[config.mk]
export PLATFORM = sky130hd
export DESIGN_NAME = graphics_cell_pixel_decoder_core
export DESIGN_NICKNAME = d
export VERILOG_FILES = /design/src/gcpd_pkg.sv /design/src/gcpd_cfg_regs.sv /design/src/gcpd_decode.sv /design/src/graphics_cell_pixel_decoder_core.sv
export SDC_FILE = /design/constraint.sdc
export NUM_CORES = 1
export LEC_CHECK = 0
export BUFFER_PORTS_ARGS = -buffer_cell sky130_fd_sc_hd__clkbuf_2
export CAP_MARGIN = 20
export CORE_UTILIZATION = 55
export DETAILED_ROUTE_END_ITERATION = 10
export PLACE_DENSITY_LB_ADDON = 0.12
export SYNTH_ARGS = -nofsm -noshare
export SYNTH_HDL_FRONTEND = slang
export SYNTH_SLANG_ARGS = --single-unit
[constraint.sdc]
create_clock -name i_clk -period 3.55 [get_ports i_clk]
set_input_delay 0.355 -clock i_clk [delete_from_list [all_inputs] [get_ports i_clk]]
set_output_delay 0.355 -clock i_clk [all_outputs]
set_load 0.05 [all_outputs]
[src/gcpd_pkg.sv]
// ----------------------------------------------------------------------------
// Graphics cell pixel decoder package
// Request and result types, configuration state, mode and register codes.
// ----------------------------------------------------------------------------
`default_nettype none

package gcpd_pkg;

    localparam int unsigned NUM_PIXELS = 8;
    localparam int unsigned NUM_PAIRS  = 4;

    // Display mode codes as they appear on the result.
    typedef enum logic [2:0] {
        MODE_BLANK      = 3'd0,
        MODE_STD_TEXT   = 3'd1,
        MODE_MC_TEXT    = 3'd2,
        MODE_EXT_TEXT   = 3'd3,
        MODE_STD_BITMAP = 3'd4,
        MODE_MC_BITMAP  = 3'd5,
        MODE_INVALID    = 3'd6
    } t_mode;

    // Configuration register indexes.
    typedef enum logic [2:0] {
        REG_DISPLAY_ENABLE = 3'd0,
        REG_EXT_COLOUR     = 3'd1,
        REG_BITMAP         = 3'd2,
        REG_MULTICOLOUR    = 3'd3,
        REG_BACKGROUND_0   = 3'd4,
        REG_BACKGROUND_1   = 3'd5,
        REG_BACKGROUND_2   = 3'd6,
        REG_BACKGROUND_3   = 3'd7
    } t_cfg_idx;

    typedef struct packed {
        logic [7:0] screen_code;
        logic [3:0] cell_colour;
        logic [7:0] pattern_byte;
    } t_cell_in;

    typedef struct packed {
        logic [3:0] pixel_0;
        logic [3:0] pixel_1;
        logic [3:0] pixel_2;
        logic [3:0] pixel_3;
        logic [3:0] pixel_4;
        logic [3:0] pixel_5;
        logic [3:0] pixel_6;
        logic [3:0] pixel_7;
        logic [7:0] foreground_mask;
        logic [2:0] mode_code;
    } t_cell_out;

    // Decoded configuration handed from the register file to the datapath.
    typedef struct packed {
        t_mode      mode;
        logic [3:0] background_0;
        logic [3:0] background_1;
        logic [3:0] background_2;
        logic [3:0] background_3;
    } t_cfg;

endpackage

`default_nettype wire

[src/gcpd_cfg_regs.sv]
// ----------------------------------------------------------------------------
// Configuration registers
// Holds the mode bits and background colours and decodes the display mode.
// ----------------------------------------------------------------------------
`default_nettype none

module gcpd_cfg_regs
    import gcpd_pkg::*;
(
    input  wire logic       i_clk,
    input  wire logic       i_rst_n,
    input  wire logic       i_cfg_valid,
    input  wire logic [2:0] i_cfg_index,
    input  wire logic [3:0] i_cfg_data,
    output t_cfg            o_cfg
);

    logic       r_display_enable;
    logic       r_ext_colour;
    logic       r_bitmap;
    logic       r_multicolour;
    logic [3:0] r_background_0;
    logic [3:0] r_background_1;
    logic [3:0] r_background_2;
    logic [3:0] r_background_3;
    t_mode      n_mode;

    always_ff @(posedge i_clk) begin
        if (!i_rst_n) begin
            r_display_enable <= 1'b0;
            r_ext_colour     <= 1'b0;
            r_bitmap         <= 1'b0;
            r_multicolour    <= 1'b0;
            r_background_0   <= 4'd0;
            r_background_1   <= 4'd0;
            r_background_2   <= 4'd0;
            r_background_3   <= 4'd0;
        end else if (i_cfg_valid) begin
            unique case (t_cfg_idx'(i_cfg_index))
                REG_DISPLAY_ENABLE: r_display_enable <= i_cfg_data[0];
                REG_EXT_COLOUR:     r_ext_colour     <= i_cfg_data[0];
                REG_BITMAP:         r_bitmap         <= i_cfg_data[0];
                REG_MULTICOLOUR:    r_multicolour    <= i_cfg_data[0];
                REG_BACKGROUND_0:   r_background_0   <= i_cfg_data;
                REG_BACKGROUND_1:   r_background_1   <= i_cfg_data;
                REG_BACKGROUND_2:   r_background_2   <= i_cfg_data;
                REG_BACKGROUND_3:   r_background_3   <= i_cfg_data;
                default: begin
                end
            endcase
        end
    end

    // Extended colour together with bitmap or multicolour is not a valid mode.
    always_comb begin
        if (!r_display_enable) begin
            n_mode = MODE_BLANK;
        end else if (!r_ext_colour && !r_bitmap) begin
            n_mode = r_multicolour ? MODE_MC_TEXT : MODE_STD_TEXT;
        end else if (r_ext_colour && !r_bitmap && !r_multicolour) begin
            n_mode = MODE_EXT_TEXT;
        end else if (!r_ext_colour && r_bitmap) begin
            n_mode = r_multicolour ? MODE_MC_BITMAP : MODE_STD_BITMAP;
        end else begin
            n_mode = MODE_INVALID;
        end
    end

    assign o_cfg.mode         = n_mode;
    assign o_cfg.background_0 = r_background_0;
    assign o_cfg.background_1 = r_background_1;
    assign o_cfg.background_2 = r_background_2;
    assign o_cfg.background_3 = r_background_3;

endmodule

`default_nettype wire

[src/gcpd_decode.sv]
// ----------------------------------------------------------------------------
// Cell decode datapath
// Input register, pixel and mask selection, result register.
// ----------------------------------------------------------------------------
`default_nettype none

module gcpd_decode
    import gcpd_pkg::*;
(
    input  wire logic     i_clk,
    input  wire logic     i_rst_n,
    input  wire logic     i_valid,
    input  wire t_cell_in i_cell,
    input  wire t_cfg     i_cfg,
    output logic          o_valid,
    output t_cell_out     o_result
);

    logic       r_in_valid;
    t_cell_in   r_in;
    logic       r_out_valid;
    t_cell_out  r_out;

    logic       n_multi;
    logic [7:0] n_bits;
    logic [3:0] n_fg;
    logic [3:0] n_bg;
    logic [3:0] n_pal [NUM_PAIRS];
    logic [3:0] n_px  [NUM_PIXELS];
    logic [7:0] n_mask;
    logic [1:0] n_pair;
    t_cell_out  n_out;

    always_ff @(posedge i_clk) begin
        if (!i_rst_n) begin
            r_in_valid  <= 1'b0;
            r_out_valid <= 1'b0;
        end else begin
            r_in_valid  <= i_valid;
            r_out_valid <= r_in_valid;
        end
    end

    always_ff @(posedge i_clk) begin
        if (i_valid) begin
            r_in <= i_cell;
        end
        if (r_in_valid) begin
            r_out <= n_out;
        end
    end

    // Pick hires or pair decoding and the colours it draws from.
    always_comb begin
        n_multi  = 1'b0;
        n_bits   = r_in.pattern_byte;
        n_fg     = r_in.cell_colour;
        n_bg     = i_cfg.background_0;
        n_pal[0] = i_cfg.background_0;
        n_pal[1] = i_cfg.background_1;
        n_pal[2] = i_cfg.background_2;
        n_pal[3] = {1'b0, r_in.cell_colour[2:0]};
        unique case (i_cfg.mode)
            MODE_STD_TEXT: begin
            end
            MODE_MC_TEXT: begin
                // Colour bit 3 clear falls back to hires with a 3-bit colour.
                n_multi = r_in.cell_colour[3];
                n_fg    = {1'b0, r_in.cell_colour[2:0]};
            end
            MODE_EXT_TEXT: begin
                case (r_in.screen_code[7:6])
                    2'd0:    n_bg = i_cfg.background_0;
                    2'd1:    n_bg = i_cfg.background_1;
                    2'd2:    n_bg = i_cfg.background_2;
                    default: n_bg = i_cfg.background_3;
                endcase
            end
            MODE_STD_BITMAP: begin
                n_fg = r_in.screen_code[7:4];
                n_bg = r_in.screen_code[3:0];
            end
            MODE_MC_BITMAP: begin
                n_multi  = 1'b1;
                n_pal[1] = r_in.screen_code[7:4];
                n_pal[2] = r_in.screen_code[3:0];
                n_pal[3] = r_in.cell_colour;
            end
            MODE_BLANK, MODE_INVALID: begin
                n_bits = 8'h00;
            end
            default: begin
                n_bits = 8'h00;
            end
        endcase
    end

    // Per-pixel selection; pairs share one 2-bit code in multicolour.
    always_comb begin
        n_mask = n_bits;
        n_pair = 2'd0;
        for (int i = 0; i < NUM_PIXELS; i++) begin
            n_pair = {n_bits[7 - 2 * (i / 2)], n_bits[6 - 2 * (i / 2)]};
            if (n_multi) begin
                n_px[i]       = n_pal[n_pair];
                n_mask[7 - i] = n_pair[1];
            end else begin
                n_px[i] = n_bits[7 - i] ? n_fg : n_bg;
            end
        end
    end

    always_comb begin
        n_out.pixel_0         = n_px[0];
        n_out.pixel_1         = n_px[1];
        n_out.pixel_2         = n_px[2];
        n_out.pixel_3         = n_px[3];
        n_out.pixel_4         = n_px[4];
        n_out.pixel_5         = n_px[5];
        n_out.pixel_6         = n_px[6];
        n_out.pixel_7         = n_px[7];
        n_out.foreground_mask = n_mask;
        n_out.mode_code       = i_cfg.mode;
    end

    assign o_valid  = r_out_valid;
    assign o_result = r_out;

endmodule

`default_nettype wire

[src/graphics_cell_pixel_decoder_core.sv]
// ----------------------------------------------------------------------------
// Graphics cell pixel decoder core
// Turns one scanline of one character cell into eight pixel colours.
// ----------------------------------------------------------------------------
//
//   Channel   Handshake                   Payload
//   --------  --------------------------  ---------------------------------
//   request   i_start, o_busy             i_cell (screen, colour, pattern)
//   result    o_result_valid (strobe)     o_result (pixels, mask, mode)
//   config    i_cfg_valid, o_cfg_ready    i_cfg_index, i_cfg_data
//
// A request is taken on every clock edge where i_start is high; o_busy
// stays low, so one cell per clock is sustained.
// Each result strobe comes from the result register: the clock edge that takes
// a request loads the input register, and the result register is loaded from it
// through the pixel selection.
// Reset is synchronous and active low; it clears the pipeline valid bits and
// all configuration registers. The result strobe lasts one cycle and the
// receiver cannot stall it, so nothing in the design ever waits.
//
`default_nettype none

module graphics_cell_pixel_decoder_core
    import gcpd_pkg::*;
(
    input  wire logic       i_clk,
    input  wire logic       i_rst_n,
    input  wire logic       i_start,
    output logic            o_busy,
    input  wire t_cell_in   i_cell,
    output logic            o_result_valid,
    output t_cell_out       o_result,
    input  wire logic       i_cfg_valid,
    output logic            o_cfg_ready,
    input  wire logic [2:0] i_cfg_index,
    input  wire logic [3:0] i_cfg_data
);

    t_cfg cfg;
    logic req_accept;

    // The datapath is fully pipelined, so requests are never refused.
    assign o_busy      = 1'b0;
    assign o_cfg_ready = 1'b1;
    assign req_accept  = i_start && !o_busy;

    // Configuration registers. The user writes them only with no request in
    // flight (not enforced by the block); the datapath reads them directly.
    gcpd_cfg_regs u_cfg (
        .i_clk       (i_clk),
        .i_rst_n     (i_rst_n),
        .i_cfg_valid (i_cfg_valid && o_cfg_ready),
        .i_cfg_index (i_cfg_index),
        .i_cfg_data  (i_cfg_data),
        .o_cfg       (cfg)
    );

    // Two-stage datapath: request register, then the selection logic into the
    // result register that drives the output ports.
    gcpd_decode u_dec (
        .i_clk    (i_clk),
        .i_rst_n  (i_rst_n),
        .i_valid  (req_accept),
        .i_cell   (i_cell),
        .i_cfg    (cfg),
        .o_valid  (o_result_valid),
        .o_result (o_result)
    );

endmodule

`default_nettype wire

After elaboration in Yosys (flattened, before gate mapping)
Cells that the tools add are included.

word-level totals
  output and inout port bits = 46
  bits in registers = 85
  logic and storage cells = 107
  input bits = 31

operators by class
  bitwise logic cells = 4
  muxes and demuxes = 44
  order comparisons = 4
  reduce and logical (&&, ||, !) cells = 18
  equal/unequal tests = 14

operators by type and width
  cell                                                             count
  4-bit two-way mux                                                24
  4-bit binary-select mux with 2-bit select                        4
  3-bit == test, second input constant                             6
  4-bit one-hot mux with 2 select lines                            2
  2-bit AND reduction                                              8
  3-bit by 2-bit == test with 1-bit output, second input constant  4
  3-bit >= comparator, second input constant                       4
  12-bit two-way mux                                               1
  3-bit two-way mux                                                4
  2-bit NOT with 3-bit output                                      4
  4-bit one-hot mux with 3 select lines                            1
  8-bit two-way mux                                                1
  3-bit by 1-bit == test with 1-bit output, second input constant  2
  1-bit two-way mux                                                5
  5-bit OR reduction                                               1
  1-bit logical AND                                                4
  1-bit zero test                                                  3
  3-bit zero test                                                  1
  2-bit by 1-bit == test with 1-bit output, second input constant  1
  2-bit == test, second input constant                             1
  2-bit zero test                                                  1
  2-bit two-way mux                                                1
  1-bit one-hot mux with 2 select lines                            1

Longest topological paths before layout
  word-level depth = 14
  gate-level depth with buffers = 8
  depth with buffers taken out = 5

Hierarchy
From an unflattened synthesis, not the netlist that was laid out.

second synthesis, totals
  cells, all modules = 445
  area total of the unflattened synthesis = 4,795.8 µm²

by module, submodules not included
  module                            area an instance (µm²)  cells each  times used
  gcpd_decode                       3,871.2                 355         1
  gcpd_cfg_regs                     902.1                   86          1
  graphics_cell_pixel_decoder_core  22.5                    4           1

Least setup slack after synthesis
OpenSTA, ideal clock, no wires.

  kind = reg2reg
  start = register u_dec.r_in[18] (netlist bit)
  end = register u_dec.r_out, in the netlist u_dec.o_result[21], data pin
  setup time = 0.266 ns
  slack = 1.722 ns
  data arrival time = 1.561 ns
  cell stages (with the launch flop) = 6
  buffers on the path = 1
  required time = 3.284 ns
  cells stage by stage = edfxtp_1 buf_6 mux4_2 a221o_2 mux2i_1 o21ai_1

RTL lines
  what                    line               RTL
  start, declared         gcpd_decode.sv:20  t_cell_in r_in;
  start signal, assigned  gcpd_decode.sv:46  r_in <= i_cell;
  end signal, assigned    gcpd_decode.sv:49  r_out <= n_out;
  end, declared           gcpd_decode.sv:22  t_cell_out r_out;

==> out/results.txt <==
The flow ran to the end, and the final reports show no timing, DRC or antenna violations. The clock net in this run drives a total of 85 sinks. Once placement completed, the tool counted placed cells totaling 532. The total of buffers placed on input and output ports was 74. The cell with the largest stage delay on the worst path was and4b_1. The share of the clock period used by the worst path is 75.5%. The run gives 0 as the final hold violation count.

The Yosys step of the flow raised 0 warnings. The sum of buffers and inverters on the critical path was 0. After layout, the worst setup slack is 0.871 ns. Leaving out fill and tap cells, the most frequent cells in the layout are clkbuf_2, edfxtp_1, mux2i_1.

The number of maximum-capacitance violations was 0. The clock period could shrink to 2.68 ns. In this run switching power makes up 25.8% of total power. The number of clock buffers added by TritonCTS is 9. Buffers inserted to repair hold after CTS numbered 0.

The average instance in the mapped netlist occupies 11.6 um^2. The fraction of the yosys area taken by sequential cells is 53.3%. Timing would allow up to 373 MHz. Core area: 7730 um^2. The run gives 0 as the post-cts gate resize count. The number of synthesized register bits is 85. The kind of capture point of the worst setup path is a flop.

For this design the static power due to leakage is 0.00187 uW. The net count of the finished layout is 472. Pre-CTS worst setup slack: 0.942 ns.

After clock tree synthesis, the clock-pin slew on the worst setup and hold paths is 0.09 ns. The worst hold slack was 0.171 ns. The fraction of layout instances using a drive strength above 1 came out at 24.7%. 77 I/O pins were placed.

The run gives 0 as the final-report max-slew violation count. The path type of the worst setup path was flop to flop. The average via count per standard cell works out to 5.89.

The tools report the number of endpoints failing setup at the final stage as 0. At the worst endpoint, the required time is 3.63 ns. By area the synthesized netlist is led by edfxtp_1, mux2i_1, dfxtp_1. The fill cell instance count of the final layout was 621. Counting flops with an async set or reset pin after synthesis yields a share of 0%.

The tools report the cell area after technology mapping as 4380 um^2. Entering global routing, the biggest net connects 45 pins. The startpoint identified for the worst register-to-register timing path is u_cfg.r_multicolour.

Setup total negative slack on the finished layout was measured at 0 ns. Detailed routing inserted a total of 3225 vias. The number of antenna violations at the first check in global routing was 0. Global routing used 25.1% of the available tracks across all layers.

The power share of the sequential group was 57.5%. Leaving out fill and tap cells, the most frequent cell in the layout is clkbuf_2. In this design, the largest share of critical-path delay is due to simple AND/OR/NAND/NOR gates. The first TritonRoute pass finished after 4 iterations. The prevailing post-synth register cell was edfxtp_1.

Cell occurring most often along the worst timing path: o21ai_1. Yosys mapped a number of flops with a built-in enable equal to 63. Termination of the worst setup path: u_dec.o_result[20]. Across all register-to-register paths, the minimum setup slack is 0.87 ns. Distinct cell type count of the synthesized netlist: 43. The floorplan die area is 8320 um^2. Along the worst path, the maximum fanout reaches 15. The critical path goes through and4b_1 -> mux2i_1 -> a211oi_1 -> o21ai_1 -> o21ai_1. The total routed wirelength came out at 9880 um. The clock latency on the worst-skew pair is 0.36 ns. The vertical die dimension works out to 91.2 um. The first global-routing pass estimated 15800 um of wire.

The headroom to the max-slew limit was 32.6%; the critical path depth was 5. The clock arrives with 0.0152 ns of skew. Slew at the pin closest to its max-slew limit: 1.01 ns. For this design the ratio of total power to cell area is 405 nW/um^2. Via count of the first global-routing pass: 3000.

The largest voltage drop on the vdd net is 0.228 mV, and the weighted congestion reported at the end of routability-driven placement is 0.870. The area added between synthesis and finish works out to 13.4%. STA puts the critical path data arrival time at 2.76 ns. Buffers added to address setup during post-CTS repair amount to 0. From left edge to right edge, the die measures 91.2 um.

The count of H-tree levels built during CTS is 3, and the design internal power is 1490 uW. The count of nets left with antenna violations after detail routing was 0; the fraction of synthesized cell area taken by the top area cell type was 43.2%. Type of the worst min-delay path: input pin to flop.

The largest single stage delay on the critical path is 0.76 ns. For this configuration, the core starts out at a cell density of 56.6%. The worst register-to-register path has a depth of 5. The first routing iteration left 225 violations. The synthesized net count was 407. The most critical setup path has its startpoint at u_cfg.r_multicolour.

Of the total power, combinational logic draws 9.8%. Global routing finished with a remaining overflow of 0. For this run, design rule violations remaining after detail routing come to 0. The run gives 0 as the antenna diode count. The endpoint identified for the worst register-to-register timing path is u_dec.o_result[20]. The run gives 32.7% as the share of power burned in the clock network. For the number of cells in the finished layout apart from fillers, the log shows 548. The worst setup path is launched from a flop.

In this run the core area contains 32 standard-cell rows. The average wire length per cell after detail routing is 18.0 um. The tools report the deepest clock path buffer count as 2. Summed over all nets, the half-perimeter wirelength after detailed placement is 7160 um. Clock tree synthesis selected as its root buffer the cell clkbuf_8. edfxtp_1 takes more of the synthesized area than any other cell.

In this run the power spent charging and discharging nets is 518 uW. Setup repair after global routing left no endpoint under its margin. TritonCTS built the clock tree. The cell count after synthesis came out at 376.
through the flow:
step,util (%),instance area [um^2],power [uW]
3_3_place_gp,61.7,4760,1370
2_1_floorplan,-,4380,1310
4_1_cts,64.2,4960,2020
3_5_place_dp,61.7,4760,1370
5_1_grt,64.2,4960,2080
6_report,64.2,4960,2010
metal layers:
layer | vias to the layer above | GRT usage (%) | share of wire (%)
met2 | 133 | 38.1 | 45
met3 | 22 | 5.78 | 6.4
met1 | 1508 | 35.4 | 46
li1 | 1562 | - | -
met4 | 0 | 9.39 | 2.3
met5 | - | 0 | 0
logic make-up after synthesis:
group / Yosys count / share of synthesized area [%]
mux: 58 / 14.6
compound gates: 99 / 15.4
simple gates: 99 / 12.5
flops: 85 / 53.3
buf+inv: 33 / 3.97
other cells: 2 / 0.172
power by group through the flow:
stage / Sequential, uW / Combinational [uW] / Clock, uW
after floorplan: 1220 / 88.9 / 0
after global placement: 1180 / 192 / 0
after detailed placement: 1180 / 195 / 0
after CTS: 1160 / 196 / 670
after global routing: 1160 / 210 / 706
final: 1160 / 196 / 658
flip-flops by register name (all words and copies together), names as in the netlist:
| signal | count |
|---|---|
| u_cfg.r_background_0 | 4 |
| u_cfg.r_background_1 | 4 |
| u_cfg.r_background_2 | 4 |
| u_cfg.r_background_3 | 4 |
| u_cfg.r_bitmap | 1 |
| u_cfg.r_display_enable | 1 |
| u_cfg.r_ext_colour | 1 |
| u_cfg.r_multicolour | 1 |
| u_dec.o_result | 43 |
| u_dec.o_valid | 1 |
| u_dec.r_in | 20 |
| u_dec.r_in_valid | 1 |
worst min path at each step:
stage	startpoint	to	slack (ns)	cells after the start
after floorplan	i_cell[0]	u_dec.r_in[0]	0.45	0
after global placement	u_cfg.r_background_3[3]	u_cfg.r_background_3[3]	0.52	2
after detailed placement	u_cfg.r_background_3[1]	u_cfg.r_background_3[1]	0.53	2
after CTS	i_cell[19]	u_dec.r_in[19]	0.16	1
after global routing	i_cell[19]	u_dec.r_in[19]	0.16	1
final	i_cell[8]	u_dec.r_in[8]	0.17	1
cell usage after synthesis, drive strengths merged (4+ instances only):
cell,instances
mux4,4
a211oi,12
nor2b,23
o211ai,12
clkbuf,11
dfxtp,22
inv,5
o2bb2ai,16
a31oi,5
clkinv,4
nor2,15
mux2i,51
nand3,17
buf,13
nand2,21
nor3b,5
o21ai,45
edfxtp,63
nand4b,7
worst reg2reg max path: stages (launching register included):
cell and delay (ns):
dfxtp_1 0.57, and4b_1 0.76, mux2i_1 0.57, a211oi_1 0.17, o21ai_1 0.24, o21ai_1 0.11
area by class of cell:
| class | count | area (um^2) | area share, % |
|---|---|---|---|
| Sequential cell | 85 | 2330 | 47.0 |
| Multi-Input combinational cell | 258 | 1870 | 37.7 |
| Timing Repair Buffer | 78 | 400 | 8.07 |
| Clock buffer | 12 | 168 | 3.38 |
| Tap cell | 102 | 128 | 2.57 |
| Inverter | 9 | 33.8 | 0.681 |
| Clock inverter | 4 | 28.8 | 0.580 |
No activity file was read; power rests on OpenSTA's default activity.
